$ cat src/ecdf_pkg.sv
// Package for the ECDF dominance counter: request codes, register indexes,
// default parameter values and the control word that travels down the cell chain.
// No dependencies.
`timescale 1ns / 1ps

package ecdf_pkg;

    // Default parameter values
    localparam int NPOINTS_DEF    = 64;
    localparam int DIM_DEF        = 4;
    localparam int COMP_WIDTH_DEF = 16;

    // Fixed field widths
    localparam int IN_COMPS  = 4;
    localparam int IN_W      = 16;
    localparam int CNT_W     = 32;
    localparam int SLOT_W    = 6;
    localparam int REQ_W     = 2;
    localparam int DIMS_W    = 3;
    localparam int PTS_W     = 7;
    localparam int CFG_IDX_W = 1;
    localparam int CFG_DAT_W = 7;

    // Configuration register indexes
    localparam logic [CFG_IDX_W-1:0] CFG_DIMS   = 1'd0;
    localparam logic [CFG_IDX_W-1:0] CFG_POINTS = 1'd1;

    // Register reset values
    localparam logic [DIMS_W-1:0] DIMS_RST   = 3'd1;
    localparam logic [PTS_W-1:0]  POINTS_RST = 7'd64;

    // Request codes
    typedef enum logic [REQ_W-1:0] {
        REQ_LOAD   = 2'd0,
        REQ_SAMPLE = 2'd1,
        REQ_READ   = 2'd2
    } req_e_t;

    // Spare request code, ignored by the block
    localparam logic [REQ_W-1:0] REQ_UNUSED = 2'd3;

    // Control word handed from cell to cell
    typedef struct packed {
        logic                valid;
        req_e_t              req;
        logic [SLOT_W-1:0]   slot;
        logic [DIMS_W-1:0]   nd;    // active components, already clamped
        logic [PTS_W-1:0]    np;    // points in use, zero taken as one
    } ctl_t;

endpackage

$ cat src/ecdf_cell.sv
// One cell of the ECDF chain: holds one query point and its hit count,
// and acts on each transaction as it passes through.
// Depends on ecdf_pkg.
`timescale 1ns / 1ps

module ecdf_cell #(
    parameter int IDX        = 0,
    parameter int NDIM       = 4,
    parameter int COMP_WIDTH = ecdf_pkg::COMP_WIDTH_DEF
) (
    input  logic                          clk,
    input  logic                          rst_n,
    input  logic                          advance,
    input  ecdf_pkg::ctl_t                ctl_in,
    input  logic [NDIM*COMP_WIDTH-1:0]    comps_in,
    input  logic [ecdf_pkg::CNT_W-1:0]    count_in,
    input  logic [ecdf_pkg::CNT_W-1:0]    total_in,
    output ecdf_pkg::ctl_t                ctl_out,
    output logic [NDIM*COMP_WIDTH-1:0]    comps_out,
    output logic [ecdf_pkg::CNT_W-1:0]    count_out,
    output logic [ecdf_pkg::CNT_W-1:0]    total_out
);

    logic signed [COMP_WIDTH-1:0]   point_reg [NDIM];
    logic [ecdf_pkg::CNT_W-1:0]     hits_reg;
    logic [ecdf_pkg::CNT_W-1:0]     hits_next;
    ecdf_pkg::ctl_t                 ctl_reg;
    logic [NDIM*COMP_WIDTH-1:0]     comps_reg;
    logic [ecdf_pkg::CNT_W-1:0]     count_reg;
    logic [ecdf_pkg::CNT_W-1:0]     count_next;
    logic [ecdf_pkg::CNT_W-1:0]     total_reg;
    logic                           dominated;
    logic                           slot_hit;
    logic                           in_use;
    logic                           load_en;

    assign slot_hit = (int'(ctl_in.slot) == IDX);
    assign in_use   = (IDX < int'(ctl_in.np));

    // Sample is dominated when every active component is <= the point's
    always_comb
    begin
        dominated = 1'b1;
        for (int d = 0; d < NDIM; d++)
        begin
            if ((d < int'(ctl_in.nd)) &&
                ($signed(comps_in[d*COMP_WIDTH +: COMP_WIDTH]) > point_reg[d]))
            begin
                dominated = 1'b0;
            end
        end
    end

    // Per-request action of this cell
    always_comb
    begin
        hits_next  = hits_reg;
        count_next = count_in;
        load_en    = 1'b0;
        if (ctl_in.valid)
        begin
            case (ctl_in.req)
                ecdf_pkg::REQ_LOAD:
                begin
                    load_en = slot_hit;
                end
                ecdf_pkg::REQ_SAMPLE:
                begin
                    if (in_use && dominated && (hits_reg != '1))
                    begin
                        hits_next = hits_reg + 1'b1;
                    end
                end
                ecdf_pkg::REQ_READ:
                begin
                    if (slot_hit)
                    begin
                        count_next = hits_reg;
                    end
                end
                default:
                begin
                    count_next = count_in;
                end
            endcase
        end
    end

    // Hit counter and control register, cleared at reset
    always_ff @(posedge clk or negedge rst_n)
    begin
        if (!rst_n)
        begin
            hits_reg <= '0;
            ctl_reg  <= '0;
        end
        else if (advance)
        begin
            hits_reg <= hits_next;
            ctl_reg  <= ctl_in;
        end
    end

    // Point storage and travelling payload
    always_ff @(posedge clk)
    begin
        if (advance)
        begin
            comps_reg <= comps_in;
            count_reg <= count_next;
            total_reg <= total_in;
            if (load_en)
            begin
                for (int d = 0; d < NDIM; d++)
                begin
                    point_reg[d] <= $signed(comps_in[d*COMP_WIDTH +: COMP_WIDTH]);
                end
            end
        end
    end

    assign ctl_out   = ctl_reg;
    assign comps_out = comps_reg;
    assign count_out = count_reg;
    assign total_out = total_reg;

endmodule

$ cat config.mk
export PLATFORM = sky130hd
export DESIGN_NAME = ecdf_cell
export DESIGN_NICKNAME = d
export VERILOG_FILES = /design/src/ecdf_pkg.sv /design/src/ecdf_cell.sv
export SDC_FILE = /design/constraint.sdc
export NUM_CORES = 1
export LEC_CHECK = 0
export ABC_AREA = 1
export BUFFER_PORTS_ARGS = -buffer_cell sky130_fd_sc_hd__buf_2
export CORE_ASPECT_RATIO = 1.25
export CORE_MARGIN = 2
export CORE_UTILIZATION = 42
export DETAILED_ROUTE_END_ITERATION = 7
export PLACE_DENSITY_LB_ADDON = 0.05
export RECOVER_POWER = 100
export SETUP_SLACK_MARGIN = 0.4
export SYNTH_ARGS = -nofsm -noshare
export SYNTH_HDL_FRONTEND = slang
export SYNTH_SLANG_ARGS = --single-unit
$ cat constraint.sdc
create_clock -name clk -period 1.9 [get_ports clk]
set_input_delay 0.475 -clock clk [delete_from_list [all_inputs] [get_ports clk]]
set_output_delay 0.475 -clock clk [all_outputs]
set_load 0.1 [all_outputs]
-- Word-level counts from Yosys, hierarchy flattened
Memories as Yosys holds them, arrays and structs flattened.
Index checks and enable logic that the tools add are counted.
- register bits after elaboration: 179
- memory bits (writable): 64
- input bits: 150
- output and inout bits: 147
- word-level logic and storage cells: 44
- memories: 1
- $add $sub $neg: 1
- order comparisons: 9
- eq/ne operators: 3
- mux-type cells: 12
- reductions and logical operators: 9
- memories (name ; words ; width ; read ports ; clocked after Yosys merged registers in ; write ports ; RTL line ; text):
    point_reg ; 4 ; 16 ; 4 ; 0 ; 4 ; ecdf_cell.sv:24 ; logic signed [COMP_WIDTH-1:0] point_reg [NDIM];
- operator list (kind ; number):
    $mux W32 ; 3
    $gt A16 B16 Y1 ; 4
    $add A32 B1 Y32 const B ; 1
    $ne A32 B32 Y1 const B ; 1
    $mux W1 ; 9
    $lt A1 B7 Y1 const A ; 1
    $logic_and A1 B1 Y1 ; 6
    $logic_not A6 Y1 ; 1
    $lt A1 B3 Y1 const A ; 2
    $lt A2 B3 Y1 const A ; 2
    $reduce_and A4 Y1 ; 1
    $eq A2 B1 Y1 const B ; 1
    $eq A2 B2 Y1 const B ; 1
    $logic_not A2 Y1 ; 1

-- Logic depth before layout (Yosys ltp)
- depth after elaboration: 9
- depth in mapped cells: 19
- depth with buffers taken out: 18

-- Least setup slack after synthesis
Ideal clock, no wire load.
- path type: input port to flip-flop
- start point: in ctl_in[12] (netlist bit)
- end point: mem point_reg[0][0] (netlist bit) (enable)
- library setup time: 429 ps
- data arrival time: 2868 ps
- required time: 1471 ps
- path slack: -1397 ps
- stages: 3
- buffers on the path: 0
- cells stage by stage: or4_1 -> nor4_4 -> and2_1
- RTL lines (element ; RTL line ; text):
    start: declaration ; ecdf_cell.sv:14 ; input ecdf_pkg::ctl_t ctl_in,
    end: declaration ; ecdf_cell.sv:24 ;

==> results.toml <==
[synthesis]
synth_warnings = 0
synth.avg_cell_area_sq_um = 11.0
synth_edf_count = 192
syn-num-nets = 1210
ys_async_sr_fraction_pct = 21.0
synthFlopType = "edfxtp_1"
syn_inst = 995
synth_seq_area_share_pct = 64.6
synth_area_sq_um = 10900
ys_types = 33
ys_ff_latch = 243

[clock_network]
clock-sinks = 243
root_buffer = "clkbuf_16"
cts_buffer_depth = 3
cts_buffers = 26
htreeDepth = 1
clk_latency_ns = 0.52
cts.reportedPaths.clkPinSlew_ns = 0.06
cts_tree = "yes"

[die]
io_pins = 297
start_util_pct = 43.0
die_y_microns = 184
coreArea_sq_um = 25400
core.rowCount = 65
die_area_sq_um = 27300
fp.dieW_microns = 148

[placed_design]
routabilityCongestion = 0.903
io_buffers = 296
placedCellCount = 1721
dp_hpwl_mm = 20.0

[power]
vdd_drop_max_uv = 687
internal_power_w = 0.00977
total_power_w = 0.0143
clkPwrFrac_pct = 36.3
power_frac_comb_pct = 20.9
power.share.sequential_pct = 42.8
powerDensity_nw_per_um2 = 886
p_sw_w = 0.00452
switching_share_pct = 31.6
p_leak_nw = 7.29

[routing]
ant_nets = 0
drtIter0Drc = 415
drt_pass1_iterations = 4
routedWlPerCell_microns = 17.1
drc = 0
vias = 8632
viasPerCell = 4.78
route.final.wire_length_mm = 30.8

[timing]
fin_tns_setup_ns = -12.11
worst_pin_slew_ns = 1.42
drv_slew = 0
setup_slack_ns = -0.286
finalCritPeriodShare_pct = 115
hold_viol = 0
rsz0062_at_grt = "yes"
hold_ws_ns = 0.123
fmax_mhz = 457
slew_headroom_pct = 5.63
clock_skew_ns = 0.00612
period_needed_ns = 2.19
setup_violations = 86

[final_layout]
layout_common_cells = "nand2_1, edfxtp_1, clkbuf_4, inv_1, buf_2"
nets = 1663
final_cells = 1804
fin_util_pct = 63.5
register_area_sq_um = 7040
mostFrequentLayoutCell = "nand2_1"
syn2layout_area_growth_pct = 47.8
fillCellCount = 2133
drive_gt1_share_pct = 39.3
multi_input_area_sq_um = 4060

[status]
violations = "setup timing"
status = "finished, violations left"

[worst_setup_path]
cp_top_family = "simple AND/OR/NAND/NOR gates"
timing.critical_path.cells = "inv_1, ha_1, a21oi_1, o21ai_1, a21oi_1, nand3_1, nand3_1, nand2_4, inv_2, nand3_4, clkbuf_16, nand2_1, nand2_1"
crit_fanout = 8
critPathBufInv = 3
start_kind = "flip-flop"
endpoint_kind = "flip-flop"
arrival_ns = 2.60
timing_worst_setup_path_type = "reg -> reg"
cpMaxStageDelayCell = "edfxtp_1"
required_ns = 2.32
slowest_delay_ns = 0.35

[grt]
antenna_found_initial = 1
grt_util_all_layers_pct = 20.6
grt_max_degree = 99
grt_overflow = 0
grt_first_pass_wirelength_mm = 44.6
grt_pass1_vias = 8602

[run]
maxCapViolCount = 0

[worst_hold_path]
hold_path.class = "in -> reg"
## worst reg2reg max path: cells and delay by family, from the launching register on
kind | cells | cell delay, ns
AND/OR/NAND/NOR | 6 | 0.60
AO/OA/AOI/OAI | 3 | 0.49
buffers and inverters | 3 | 0.37
flip-flops | 1 | 0.35
adder cells (fa/ha/maj) | 1 | 0.25
## power by group through the flow
stage	sequential [W]	combinational [W]	clock, W
finish	0.00612	0.00298	0.00519
global route	0.00614	0.00311	0.00553
CTS	0.00618	0.00324	0.00532
detailed placement	0.00621	0.00280	0
global placement	0.00621	0.00279	0
floorplan	0.00801	0.000274	0
## what timing repair did
action	in CTS	in global routing
resized for setup	421	291
cloned	8	10
setup buffers	10	5
hold buffers	1	0
endpoints found under the setup margin	275	275
endpoints found under the hold margin	16	0
pin swaps	46	52
## metrics by stage
stage          area [sq um]  setup WS [ns]
6_report              16100         -0.286
5_1_grt               16100         -0.444
4_1_cts               16400         -0.188
3_5_place_dp          13800         -0.474
3_3_place_gp          13800         -0.442
2_1_floorplan         11100         -0.344
## final cells by class
| class | count | share of cell area (%) |
|---|---|---|
| Timing Repair Buffer | 445 | 20.1 |
| Sequential cell | 243 | 43.7 |
| Antenna cell | 2 | 0.0310 |
| Inverter | 132 | 3.07 |
| Clock inverter | 16 | 1.11 |
| Multi-Input combinational cell | 600 | 25.2 |
| Clock buffer | 31 | 4.28 |
| Tap cell | 335 | 2.60 |
## cell usage after synthesis, drive strengths merged (2+ instances only)
master	n	area [sq um]
buf	12	73.8
o21bai	3	22.5
xnor2	2	17.5
nand2	294	1110
nor3	21	105
nand4	6	37.5
nand3	70	373
nor4	7	58.8
a21oi	23	115
dfrtp	51	1280
inv	132	495
o21ai	22	110
o21a	2	15.0
xor2	28	245
a31oi	2	12.5
edfxtp	192	5770
nor2	50	200
ha	65	813
clkbuf	8	30.0
## routing by layer
| layer | wire [microns] | track usage [%] | share of wire (%) | vias up |
|---|---|---|---|---|
| li1 | - | - | - | 4235 |
| met2 | 16200 | 37.5 | 52 | 239 |
| met3 | 1720 | 3.51 | 5.6 | 45 |
| met1 | 12300 | 25.7 | 40 | 4113 |
| met5 | 0 | 0 | 0 | - |
| met4 | 650 | 4.88 | 2.1 | 0 |
## final timing paths
path                                  start       endpoint  slack, ns  cells after the start
hold / removal                 total_in[29]  total_out[29]       0.12                      1
hold reg to reg                  ctl_out[9]     ctl_out[9]       0.48                      2
setup / recovery           point_reg[3][11]    hits_reg[0]      -0.29                     13
setup reg to reg           point_reg[3][11]    hits_reg[0]      -0.29                     13
min in group asynchronous             rst_n   hits_reg[21]       0.66                      2
max in group asynchronous             rst_n    ctl_out[13]       0.13                      3
## cell families after synthesis
| logic type | count (synthesis) | synth area share, % |
|---|---|---|
| DFF | 243 | 64.6 |
| AOI/OAI and AO/OA | 53 | 2.59 |
| xor gates and xnor gates | 30 | 2.41 |
| buffers and inverters | 152 | 5.49 |
| adders and majority gates | 65 | 7.46 |
| and+or+nand+nor | 452 | 17.5 |
(Power assumes the default switching activity.)
